### src/rtl/dsbm_pkg.sv
// ---------------------------------------------------------------------------
// dsbm_pkg
// Types and constants of the DTC status byte manager.
// ---------------------------------------------------------------------------
package dsbm_pkg;

	localparam int CFG_IDX_W  = 2;
	localparam int CFG_DATA_W = 8;

	localparam logic [CFG_IDX_W-1:0] CFG_MIL_MASK     = 2'd0;
	localparam logic [CFG_IDX_W-1:0] CFG_OBD_RST_MASK = 2'd1;
	localparam logic [CFG_IDX_W-1:0] CFG_CLR_BIT5     = 2'd2;

	localparam logic [2:0] CMD_DEBOUNCE    = 3'd0;
	localparam logic [2:0] CMD_OBD         = 3'd1;
	localparam logic [2:0] CMD_THRESHOLD   = 3'd2;
	localparam logic [2:0] CMD_CLEAR       = 3'd3;
	localparam logic [2:0] CMD_POWER_RESET = 3'd4;
	localparam logic [2:0] CMD_CYCLE_START = 3'd5;
	localparam logic [2:0] CMD_RESET_ALL   = 3'd6;
	localparam logic [2:0] CMD_OBD_RESET   = 3'd7;

	localparam logic [2:0] DEB_PRESENT  = 3'd0;
	localparam logic [2:0] DEB_FUGITIVE = 3'd1;
	localparam logic [2:0] DEB_INVALID  = 3'd6;

	localparam logic [2:0] OBD_OK          = 3'd0;
	localparam logic [2:0] OBD_CONFIRMED   = 3'd1;
	localparam logic [2:0] OBD_PENDING2    = 3'd2;
	localparam logic [2:0] OBD_HISTORY_ON  = 3'd3;
	localparam logic [2:0] OBD_HISTORY_OFF = 3'd4;
	localparam logic [2:0] OBD_INVALID     = 3'd6;

	localparam logic [1:0] NOTIFY_NONE    = 2'd0;
	localparam logic [1:0] NOTIFY_UPDATED = 2'd1;
	localparam logic [1:0] NOTIFY_REINIT  = 2'd2;
	localparam logic [1:0] NOTIFY_ALL_RST = 2'd3;

	localparam logic [7:0] STATUS_INIT = 8'h50;

	typedef struct packed {
		logic [2:0] command;
		logic [2:0] dtc_index;
		logic [2:0] debounce_state;
		logic [2:0] obd_state;
	} in_t;

	typedef struct packed {
		logic [2:0] entry_index;
		logic [7:0] status_byte;
		logic [1:0] notify_code;
		logic       invalid_state;
		logic       last;
	} out_t;

	typedef struct packed {
		logic load;
		logic rd;
		logic mod;
		logic adv;
	} dsbm_cmd_t;

	typedef struct packed {
		logic emit;
		logic done;
	} dsbm_sts_t;

endpackage

### src/rtl/dsbm_ram.sv
// ---------------------------------------------------------------------------
// dsbm_ram
// Generic single-write, single-read RAM with registered read data.
// ---------------------------------------------------------------------------
module dsbm_ram #(
	parameter int WIDTH = 8,
	parameter int DEPTH = 8,
	localparam int AW = (DEPTH > 1) ? $clog2(DEPTH) : 1
) (
	input  logic             clk,
	input  logic             we,
	input  logic [AW-1:0]    waddr,
	input  logic [WIDTH-1:0] wdata,
	input  logic             re,
	input  logic [AW-1:0]    raddr,
	output logic [WIDTH-1:0] rdata
);

	logic [WIDTH-1:0] mem_q [DEPTH];

	always_ff @(posedge clk) begin
		if (we) begin
			mem_q[waddr] <= wdata;
		end
		if (re) begin
			rdata <= mem_q[raddr];
		end
	end

endmodule

### src/rtl/dsbm_ctrl.sv
// ---------------------------------------------------------------------------
// dsbm_ctrl
// Sequencer: request intake, read-modify-write per entry, result handoff.
// ---------------------------------------------------------------------------
module dsbm_ctrl
	import dsbm_pkg::*;
(
	input  logic      clk,
	input  logic      arst_n,
	input  logic      in_valid,
	output logic      in_ready,
	output logic      out_valid,
	input  logic      out_ready,
	output dsbm_cmd_t cmd,
	input  dsbm_sts_t sts
);

	localparam logic [1:0] S_IDLE = 2'd0;
	localparam logic [1:0] S_RD   = 2'd1;
	localparam logic [1:0] S_MOD  = 2'd2;
	localparam logic [1:0] S_OUT  = 2'd3;

	logic [1:0] state_q;
	logic [1:0] state_nxt;

	always_comb begin
		state_nxt = state_q;
		cmd       = '0;
		case (state_q)
			S_IDLE: begin
				if (in_valid) begin
					cmd.load  = 1'b1;
					state_nxt = S_RD;
				end
			end
			S_RD: begin
				cmd.rd    = 1'b1;
				state_nxt = S_MOD;
			end
			S_MOD: begin
				cmd.mod = 1'b1;
				if (sts.emit) begin
					state_nxt = S_OUT;
				end else if (sts.done) begin
					state_nxt = S_IDLE;
				end else begin
					cmd.adv   = 1'b1;
					state_nxt = S_RD;
				end
			end
			S_OUT: begin
				if (out_ready) begin
					if (sts.done) begin
						state_nxt = S_IDLE;
					end else begin
						cmd.adv   = 1'b1;
						state_nxt = S_RD;
					end
				end
			end
			default: begin
				state_nxt = S_IDLE;
			end
		endcase
	end

	always_ff @(posedge clk or negedge arst_n) begin
		if (!arst_n) begin
			state_q <= S_IDLE;
		end else begin
			state_q <= state_nxt;
		end
	end

	assign in_ready  = (state_q == S_IDLE);
	assign out_valid = (state_q == S_OUT);

endmodule

### src/rtl/dsbm_dp.sv
// ---------------------------------------------------------------------------
// dsbm_dp
// Datapath: config registers, status table, entry update and result register.
// ---------------------------------------------------------------------------
module dsbm_dp
	import dsbm_pkg::*;
#(
	parameter int DTC_COUNT = 8
) (
	input  logic                  clk,
	input  logic                  arst_n,
	input  logic                  cfg_we,
	input  logic [CFG_IDX_W-1:0]  cfg_index,
	input  logic [CFG_DATA_W-1:0] cfg_data,
	input  in_t                   in_data,
	output out_t                  out_data,
	input  dsbm_cmd_t             cmd,
	output dsbm_sts_t             sts
);

	localparam int AW    = (DTC_COUNT > 1) ? $clog2(DTC_COUNT) : 1;
	localparam int PTR_W = (AW > 3) ? AW : 3;
	localparam int NRPT  = (DTC_COUNT < 8) ? DTC_COUNT : 8;
	localparam logic [2:0]     LAST_RPT = 3'(NRPT - 1);
	localparam logic [PTR_W:0] COUNT_X  = (PTR_W+1)'(DTC_COUNT);
	localparam logic [PTR_W:0] RPT_X    = (PTR_W+1)'(8);
	localparam logic [PTR_W-1:0] PTR_END = PTR_W'(DTC_COUNT - 1);

	logic [7:0]           mil_mask_q;
	logic [7:0]           rst_mask_q;
	logic                 clr5_q;
	logic [DTC_COUNT-1:0] vld_q;

	in_t              req_q;
	logic             sweep_q;
	logic [PTR_W-1:0] ptr_q;
	logic [2:0]       last_idx_q;
	logic             rd_vld_s1;
	out_t             out_q;

	logic [AW-1:0] addr;
	logic [7:0]    ram_rdata;
	logic [7:0]    cur;
	logic [7:0]    nb;
	logic [1:0]    notify;
	logic          inval;
	logic          touched;
	logic          in_range;
	logic          rpt;
	logic          mil_bit;
	logic          rst_bit;
	logic          wr_en;
	logic [2:0]    obd_last;

	// configuration
	always_ff @(posedge clk or negedge arst_n) begin
		if (!arst_n) begin
			mil_mask_q <= '0;
			rst_mask_q <= '0;
			clr5_q     <= 1'b0;
		end else if (cfg_we) begin
			case (cfg_index)
				CFG_MIL_MASK:     mil_mask_q <= cfg_data;
				CFG_OBD_RST_MASK: rst_mask_q <= cfg_data;
				CFG_CLR_BIT5:     clr5_q     <= cfg_data[0];
				default: begin
				end
			endcase
		end
	end

	// highest reported entry of the obd reset sweep
	always_comb begin
		obd_last = '0;
		for (int j = 0; j < 8; j++) begin
			if (j < NRPT && rst_mask_q[j]) begin
				obd_last = 3'(j);
			end
		end
	end

	always_ff @(posedge clk or negedge arst_n) begin
		if (!arst_n) begin
			sweep_q <= 1'b0;
			ptr_q   <= '0;
		end else if (cmd.load) begin
			sweep_q <= (in_data.command >= CMD_CYCLE_START);
			ptr_q   <= (in_data.command >= CMD_CYCLE_START) ? '0 : PTR_W'(in_data.dtc_index);
		end else if (cmd.adv) begin
			ptr_q <= ptr_q + PTR_W'(1);
		end
	end

	always_ff @(posedge clk) begin
		if (cmd.load) begin
			req_q      <= in_data;
			last_idx_q <= (in_data.command == CMD_OBD_RESET) ? obd_last : LAST_RPT;
		end
	end

	assign addr     = ptr_q[AW-1:0];
	assign in_range = ({1'b0, ptr_q} < COUNT_X);
	assign rpt      = ({1'b0, ptr_q} < RPT_X);
	assign mil_bit  = rpt && mil_mask_q[ptr_q[2:0]];
	assign rst_bit  = rpt && rst_mask_q[ptr_q[2:0]];

	dsbm_ram #(
		.WIDTH (8),
		.DEPTH (DTC_COUNT)
	) u_ram (
		.clk   (clk),
		.we    (wr_en),
		.waddr (addr),
		.wdata (nb),
		.re    (cmd.rd),
		.raddr (addr),
		.rdata (ram_rdata)
	);

	// entries never written since reset read as the init value
	always_ff @(posedge clk) begin
		if (cmd.rd) begin
			rd_vld_s1 <= in_range && vld_q[addr];
		end
	end

	always_ff @(posedge clk or negedge arst_n) begin
		if (!arst_n) begin
			vld_q <= '0;
		end else if (wr_en) begin
			vld_q[addr] <= 1'b1;
		end
	end

	assign cur = rd_vld_s1 ? ram_rdata : STATUS_INIT;

	always_comb begin
		nb      = cur;
		notify  = NOTIFY_NONE;
		inval   = 1'b0;
		touched = in_range;
		case (req_q.command)
			CMD_DEBOUNCE: begin
				if (req_q.debounce_state == DEB_PRESENT) begin
					nb     = cur | 8'h27;
					notify = NOTIFY_UPDATED;
				end else if (req_q.debounce_state == DEB_FUGITIVE) begin
					nb     = cur & 8'hFE;
					notify = NOTIFY_UPDATED;
				end else if (req_q.debounce_state >= DEB_INVALID) begin
					inval = 1'b1;
				end
			end
			CMD_OBD: begin
				if (req_q.obd_state == OBD_OK) begin
					nb     = cur & 8'hF3;
					notify = NOTIFY_UPDATED;
				end else if (req_q.obd_state == OBD_CONFIRMED ||
				             req_q.obd_state == OBD_PENDING2) begin
					nb     = cur | 8'h08 | {mil_bit, 7'd0};
					notify = NOTIFY_UPDATED;
				end else if (req_q.obd_state == OBD_HISTORY_ON) begin
					nb     = cur & 8'hFB;
					notify = NOTIFY_UPDATED;
				end else if (req_q.obd_state == OBD_HISTORY_OFF) begin
					nb     = cur & 8'hFB & {~mil_bit, 7'h7F};
					notify = NOTIFY_UPDATED;
				end else if (req_q.obd_state >= OBD_INVALID) begin
					inval = 1'b1;
				end
			end
			CMD_THRESHOLD: begin
				nb     = (cur & 8'hAF) | {6'd0, (req_q.debounce_state == DEB_PRESENT), 1'b0};
				notify = NOTIFY_UPDATED;
			end
			CMD_CLEAR: begin
				nb = clr5_q ? (cur & 8'hDF) : cur;
			end
			CMD_POWER_RESET: begin
				if (req_q.debounce_state == DEB_FUGITIVE) begin
					nb = nb & 8'hFE;
				end
				if (req_q.obd_state == OBD_HISTORY_OFF) begin
					nb = nb & 8'hFB & {~mil_bit, 7'h7F};
				end
			end
			CMD_CYCLE_START: begin
				nb      = (cur | 8'h40) & 8'hFD;
				notify  = NOTIFY_REINIT;
				touched = 1'b1;
			end
			CMD_RESET_ALL: begin
				nb      = STATUS_INIT;
				notify  = NOTIFY_ALL_RST;
				touched = 1'b1;
			end
			CMD_OBD_RESET: begin
				nb      = STATUS_INIT;
				notify  = NOTIFY_REINIT;
				touched = rst_bit;
			end
			default: begin
				nb = cur;
			end
		endcase
	end

	assign wr_en    = cmd.mod && touched;
	assign sts.emit = sweep_q ? (touched && rpt) : 1'b1;
	assign sts.done = !sweep_q || (ptr_q == PTR_END);

	always_ff @(posedge clk) begin
		if (cmd.mod && sts.emit) begin
			out_q.entry_index   <= ptr_q[2:0];
			out_q.status_byte   <= in_range ? nb : 8'd0;
			out_q.notify_code   <= in_range ? notify : NOTIFY_NONE;
			out_q.invalid_state <= in_range && inval;
			out_q.last          <= sweep_q ? (ptr_q[2:0] == last_idx_q) : 1'b1;
		end
	end

	assign out_data = out_q;

endmodule

### src/rtl/dtc_status_byte_manager.sv
// ---------------------------------------------------------------------------
// dtc_status_byte_manager
// Per-entry DTC status bytes updated by debounce, OBD and sweep requests.
// ---------------------------------------------------------------------------
// One request is handled at a time. The block takes a request while idle,
// then every visited entry passes through a read state and a modify/write
// state on the status RAM, and every result then waits in the output
// register until it is taken. A sweep reports at most 8 results. Entries not
// yet written since reset read as 0x50 through per-entry valid flops, so no
// clearing pass runs after reset. Results appear in entry order with last
// set on the final one; an obd reset with an empty mask returns none.
// ---------------------------------------------------------------------------
module dtc_status_byte_manager
	import dsbm_pkg::*;
#(
	parameter int DTC_COUNT = 8
) (
	input  logic                  clk,
	input  logic                  arst_n,
	input  logic                  in_valid,
	output logic                  in_ready,
	input  in_t                   in_data,
	output logic                  out_valid,
	input  logic                  out_ready,
	output out_t                  out_data,
	input  logic                  cfg_we,
	input  logic [CFG_IDX_W-1:0]  cfg_index,
	input  logic [CFG_DATA_W-1:0] cfg_data
);

	dsbm_cmd_t cmd;
	dsbm_sts_t sts;

	dsbm_ctrl u_ctrl (
		.clk       (clk),
		.arst_n    (arst_n),
		.in_valid  (in_valid),
		.in_ready  (in_ready),
		.out_valid (out_valid),
		.out_ready (out_ready),
		.cmd       (cmd),
		.sts       (sts)
	);

	dsbm_dp #(
		.DTC_COUNT (DTC_COUNT)
	) u_dp (
		.clk       (clk),
		.arst_n    (arst_n),
		.cfg_we    (cfg_we),
		.cfg_index (cfg_index),
		.cfg_data  (cfg_data),
		.in_data   (in_data),
		.out_data  (out_data),
		.cmd       (cmd),
		.sts       (sts)
	);

endmodule

### config.mk
export PLATFORM = sky130hd
export DESIGN_NAME = dtc_status_byte_manager
export DESIGN_NICKNAME = d
export VERILOG_FILES = /design/src/rtl/dsbm_pkg.sv /design/src/rtl/dsbm_ram.sv /design/src/rtl/dsbm_ctrl.sv /design/src/rtl/dsbm_dp.sv /design/src/rtl/dtc_status_byte_manager.sv
export SDC_FILE = /design/constraint.sdc
export NUM_CORES = 1
export LEC_CHECK = 0
export ABC_AREA = 1
export BUFFER_PORTS_ARGS = -buffer_cell sky130_fd_sc_hd__buf_2
export CAP_MARGIN = 20
export CORE_ASPECT_RATIO = 1.5
export CORE_MARGIN = 4
export CORE_UTILIZATION = 59
export DETAILED_ROUTE_END_ITERATION = 7
export HOLD_SLACK_MARGIN = 0.15
export PLACE_DENSITY = 0.79
export SLEW_MARGIN = 20
export SYNTH_ARGS = -nofsm -noshare
export SYNTH_HDL_FRONTEND = slang
export SYNTH_SLANG_ARGS = --single-unit
### constraint.sdc
create_clock -name clk -period 2.46 [get_ports clk]
set_clock_uncertainty 0.2 [all_clocks]
set_input_delay 0.123 -clock clk [delete_from_list [all_inputs] [get_ports clk]]
set_output_delay 0.123 -clock clk [all_outputs]
set_load 0.02 [all_outputs]
# After elaboration in Yosys (flattened, before gate mapping)
# Memories as Yosys holds them, arrays and structs flattened. A register that Yosys moved wholly into a read port is not among the register bits.
# Index checks and enable logic that the tools add are counted.
[word_totals] regBits=59 latch_bits=0 mem_bits_rw=64 rom_bits=0 in_bits=27 out_inout_bits=17 word_cells=137 mem_count=1
[classes] add_sub_neg=1 multipliers=0 div_mod_pow=0 magnitude_cmp=5 n_eq_ne=22 shift=0 mux=61 bitwise=7 n_reduce_logical=21
[memory_table] name="u_dp.u_ram.mem_q" words=8 width=8 rd=1 rd_clocked_by_memory_dff=1 write_ports=1 line="dsbm_ram.sv:19" text="logic [WIDTH-1:0] mem_q [DEPTH];"
[ops] operator="$mux 8" count=7
[ops] operator="$pmux 8 s7" count=1
[ops] operator="$mux 1" count=29
[ops] operator="$eq 3x3->1 const B" count=7
[ops] operator="$mux 2" count=9
[ops] operator="$and 8x8->8" count=2
[ops] operator="$or 8x8->8" count=2
[ops] operator="$mux 3" count=5
[ops] operator="$eq 3x2->1 const B" count=4
[ops] operator="$mux 6" count=2
[ops] operator="$pmux 2 s5" count=1
[ops] operator="$bmux 1 s3" count=3
[ops] operator="$eq 3x1->1 const B" count=3
[ops] operator="$ge 3x3->1 const B" count=3
[ops] operator="$logic_not 3->1" count=3
[ops] operator="$or 8x2->8" count=1
[ops] operator="$pmux 2 s4" count=1
[ops] operator="$reduce_and 2->1" count=4
[ops] operator="$eq 2x2->1 const B" count=3
[ops] operator="$reduce_or 2->1" count=3
[ops] operator="$reduce_or 5->1" count=1
[ops] operator="$eq 2x1->1 const B" count=2
[ops] operator="$logic_not 2->1" count=2
[ops] operator="$lt 3x4->1 const B" count=1
[ops] operator="13 further kinds" count=18

# Logic depth before layout (Yosys ltp)
[depth] ltp_word=9 ltp_mapped=13 depth_no_buf=12

# By module
# From an unflattened synthesis, not the netlist that was laid out.
[hier_totals] cells_unflattened=631 area_unflattened_um2=6005.8
[by_module_without_submodules] mod="dsbm_ram" instances=1 cells_each=303 area_each_um2=3130.5 seq_area_each_um2=2162.1
[by_module_without_submodules] mod="dsbm_dp" instances=1 cells_each=303 area_each_um2=2728.9 seq_area_each_um2=1566.5
[by_module_without_submodules] mod="dsbm_ctrl" instances=1 cells_each=25 area_each_um2=146.4 seq_area_each_um2=50.0

# Least setup slack after synthesis
# OpenSTA, ideal clock, no wires.
[synth_timing] path_type="register to register" start="register u_dp.ptr_q[1] (netlist: u_dp.addr[1])" end="memory u_dp.u_ram.mem_q[5][0], enable pin" setup_ps=370 arrival_time_ps=1513 required_ps=1890 slack_ps=377 path_stages_with_launch=10 n_path_buf=2 synth_period_minus_slack_ps=2083 cell_sequence="dfrtp_1 -> buf_6 -> inv_4 -> nand3_2 -> nor2_1 -> nor2_2 -> nand2_1 -> nand2_2 -> buf_6 -> nor2_1"
[synth_between] elab_chain_len=6
[synth_rtl] element="start: declaration" line="dsbm_dp.sv:36" text="logic [PTR_W-1:0] ptr_q;"
[synth_rtl] element="start signal: assignment" line="dsbm_dp.sv:88" text="ptr_q <= (in_data.command >= CMD_CYCLE_START) ? '0 : PTR_W'(in_data.dtc_index);"
[synth_rtl] element="start signal: assignment" line="dsbm_dp.sv:90" text="ptr_q <= ptr_q + PTR_W'(1);"
[synth_rtl] element="$bmux 1 s3" line="dsbm_dp.sv:105" text="assign rst_bit = rpt && rst_mask_q[ptr_q[2:0]];"
[synth_rtl] element="$mux 1 (implied by the code)" line="dsbm_dp.sv:105"
[synth_rtl] element="$mux 1" line="dsbm_dp.sv:142" text="case (req_q.command)"
[synth_rtl] element="$logic_and 1x1->1" line="dsbm_dp.sv:208" text="assign wr_en = cmd.mod && touched;"
[synth_rtl] element="$mux 1" line="dsbm_ram.sv:22" text="if (we) begin"
[synth_rtl] element="$mux 1 (implied by the code)" line="dsbm_ram.sv:23" text="mem_q[waddr] <= wdata;"
[synth_rtl] element="end: declaration" line="dsbm_ram.sv:19"
# Several ways; a longest one is shown, not always the timed one. The select of a mux whose other input is x is not followed.

# Worst setup path after layout
[layout_timing] start="register u_dp.ptr_q[1] (netlist: u_dp.addr[1])" end="memory u_dp.u_ram.mem_q[7][3], enable pin"
# The elaborated chain is that of the path after synthesis.

==> results.json <==
{
  "multi_input_area_sq_um": 1333,
  "core_sq_um": 8881,
  "grt_max_degree": 32,
  "die_h_um": 124.9,
  "finalSetupViolCount": 0,
  "slew_headroom": 0.6119,
  "hp-start": "in_data[4]",
  "synthArstFlopShare": 0.2366,
  "min_to": "u_dp.req_q[4]",
  "vdd_drop_max_v": 0.0007016,
  "detailedRoute.firstPassIterationCount": 5,
  "synthesis.nets": 486,
  "seq_area_frac_synth": 0.7035,
  "port_buffers": 43,
  "post_drt_via_cell_ratio": 5.742,
  "worst_ep_required_time_ns": 2.31,
  "synth-seq-cells": 131,
  "synth.distinct_cells": 36,
  "numClockSinks": 131,
  "synth_edf_count": 100,
  "synth_area_sq_um": 5371,
  "grt_pass1_wl_um": 20470,
  "drt_iter0_drc": 342,
  "worst_pin_slew_ns": 0.5803,
  "synth_common_cells": "nand2_1 (107), edfxtp_1 (100), inv_1 (46)",
  "ctsHtreeMaxLevel": 4,
  "dp_hpwl_um": 8362,
  "critPathSlowestCell": "dfrtp_1",
  "r2r_start": "u_dp.addr[1]",
  "synthCells": 457,
  "slew_violations": 0,
  "dieArea_sq_um": 10730,
  "switchingPower_mw": 2.527,
  "final_nets": 591,
  "drt_wl_total_um": 12620,
  "path_buf_inv": 1,
  "cts-buffers-inserted": 17,
  "antenna_found_initial": 0,
  "cp.arrival_ns": 2.15,
  "die_w_um": 85.91,
  "drc": 0,
  "dp_slack_ns": 0.2345,
  "rsz0062_at_grt": "true",
  "hold_violations": 0,
  "drive_above_1_share": 0.1896,
  "status": "completed",
  "worst-r2r-setup-slack_ns": 0.16,
  "post_cts_buffers": 0,
  "clk_latency_ns": 0.41,
  "cellInternalPower_mw": 5.541,
  "slowest_delay_ns": 0.57,
  "final.period_utilization": 0.9342,
  "synthTopCellsByArea": "edfxtp_1 (56%), dfrtp_1 (14%), nand2_1 (7.5%)",
  "grt_pass1_vias": 4068,
  "hold_path_class": "in -> reg",
  "synth_top_cell_area_share": 0.5590,
  "p_leak_nw": 2.838,
  "yosys.area.top_type": "edfxtp_1",
  "path_delay_family": "simple AND/OR/NAND/NOR gates",
  "synth.most_common_cell": "nand2_1",
  "cts.clk_slew.worst_paths_ns": 0.05,
  "vias": 3933,
  "grt-ovfl-total": 0,
  "path_class": "reg -> reg",
  "synth.avg_cell_area_sq_um": 11.75,
  "initial_core_util": 0.6048,
  "critPathMaxFanout": 12,
  "grt.total_usage": 0.2546,
  "powerDensity_nw_per_um2": 1193,
  "rr_worst_depth": 8,
  "cp_common_cell": "nor2_2",
  "setup_ws_ns": 0.1619,
  "syn_to_final_growth_pct": 25.95,
  "n_antenna_cell": 0,
  "max-clock-path-buffers": 2,
  "io_pins": 44,
  "register_area_sq_um": 3779,
  "maxCapViolations": 0,
  "worst_r2r_endpoint": "u_dp.u_ram.mem_q[7][3]",
  "p_comb_frac": 0.260,
  "clock_power_share": 0.329,
  "fillers": 525,
  "dpl.cell_count": 621,
  "cts_root_buf": "clkbuf_16",
  "swShare": 0.3132,
  "final_cells": 685,
  "worst_setup_path_end_kind": "flop",
  "fmax_mhz": 435.1,
  "power_frac_seq": 0.411,
  "cts_tree": "done",
  "worstPathCellList": "inv_4, nor2_2, nand3_1, nand2_1, nor2_2, nand2_1, nand2_2, nor2_2",
  "synthFlopType": "edfxtp_1",
  "rows": 42,
  "gp_congestion": 0.9129,
  "cts_resized": 0,
  "hold_depth": 2,
  "yosysWarnings": 0,
  "wl_per_cell_um": 18.43,
  "ant_nets": 0,
  "period_needed_ns": 2.298,
  "start_kind": "flop"
}
-- worst register-to-register path: stages, from the launching register on --
cell and delay [ns]:
dfrtp_1 0.57, inv_4 0.11, nor2_2 0.15, nand3_1 0.11
nand2_1 0.10, nor2_2 0.05, nand2_1 0.07, nand2_2 0.15
nor2_2 0.43
-- placed cells by master (no fill, tap or decap), types with 6 or more instances in the layout --
| cell | n |
|---|---|
| nand2_1 | 107 |
| edfxtp_1 | 100 |
| inv_1 | 46 |
| buf_2 | 43 |
| dlygate4sd3_1 | 31 |
| dfrtp_1 | 31 |
| nor2_1 | 30 |
| o21ai_0 | 29 |
| buf_4 | 19 |
| nand3_1 | 17 |
| clkbuf_16 | 17 |
| nand4_1 | 11 |
| a21oi_1 | 10 |
| a221oi_1 | 9 |
| a22o_1 | 8 |
| inv_2 | 6 |
| nor2_2 | 6 |
| a22oi_1 | 6 |
-- cell type report --
| cell class | instances | share of cell area |
|---|---|---|
| Tap cell | 110 | 0.02034 |
| Inverter | 54 | 0.03033 |
| Timing Repair Buffer | 94 | 0.1017 |
| Multi-Input combinational cell | 264 | 0.1970 |
| Sequential cell | 131 | 0.5585 |
| Clock inverter | 12 | 0.02756 |
| Clock buffer | 20 | 0.06455 |
-- layer usage --
layer  part of all wire  track usage
met1               0.35       0.2659
met2               0.57       0.4652
met3              0.047      0.05493
met4              0.039       0.1277
met5                  0            0
-- worst max-delay path by stage --
stage	start	slack (ns)	depth (start not counted)	end
2_1_floorplan	u_dp.addr[1]	0.38	9	u_dp.u_ram.mem_q[5][0]
3_3_place_gp	u_dp.addr[1]	0.30	7	u_dp.u_ram.mem_q[7][7]
3_5_place_dp	u_dp.addr[1]	0.23	7	u_dp.u_ram.mem_q[7][1]
4_1_cts	u_dp.addr[1]	0.18	8	u_dp.u_ram.mem_q[7][3]
5_1_grt	u_dp.addr[1]	-0.03	8	u_dp.u_ram.mem_q[7][3]
6_report	u_dp.addr[1]	0.16	8	u_dp.u_ram.mem_q[7][3]
-- flip-flops by register name, summed over array words and instances (netlist names) --
| name | flops |
|---|---|
| u_dp.req_q | 9 |
| u_dp.rd_vld_s1 | 1 |
| u_dp.rst_mask_q | 8 |
| u_dp.out_data | 15 |
| u_dp.u_ram.mem_q | 64 |
| u_dp.last_idx_q | 3 |
| u_dp.vld_q | 8 |
| u_dp.sweep_q | 1 |
| u_dp.addr | 3 |
| u_ctrl.state_q | 2 |
| u_dp.u_ram.rdata | 8 |
| u_dp.mil_mask_q | 8 |
| u_dp.clr5_q | 1 |
-- power by group through the flow --
stage / clock (mW) / combinational, mW / sequential [mW]
global route: 2.79 / 2.30 / 3.35
detailed placement: 0 / 2.00 / 3.35
global placement: 0 / 1.95 / 3.33
CTS: 2.66 / 2.09 / 3.31
floorplan: 0 / 1.22 / 3.37
finish: 2.65 / 2.10 / 3.32
-- cells by family (layout without fill, tap and decap cells) --
logic type,Yosys count,count (layout),share of synthesized area
AO/OA/AOI/OAI,74,74,0.08875
flip-flops,131,131,0.7035
adder cells (fa/ha/maj),2,2,0.004658
AND/OR/NAND/NOR,186,186,0.1514
buffers and inverters,62,180,0.04845
XOR/XNOR,2,2,0.003262
-- through the flow --
| stage | utilization | cell area [sq um] | hold slack [ns] | total power [mW] | setup TNS [ns] |
|---|---|---|---|---|---|
| 2_1_floorplan | - | 5371 | -0.3726 | 4.595 | 0 |
| 3_3_place_gp | 0.6544 | 5812 | -0.006069 | 5.279 | 0 |
| 3_5_place_dp | 0.6544 | 5812 | 0.01022 | 5.355 | 0 |
| 4_1_cts | 0.7618 | 6765 | 0.2061 | 8.059 | 0 |
| 5_1_grt | 0.7618 | 6765 | 0.2129 | 8.433 | -0.3653 |
| 6_report | 0.7618 | 6765 | 0.2156 | 8.068 | 0 |
-- repair_timing --
item / 4_1_cts / 5_1_grt
endpoints found under the hold margin: 66 / 0
hold buffers: 32 / 0
setup endpoints to repair: 0 / 16
No activity file was read; power rests on OpenSTA's default activity.
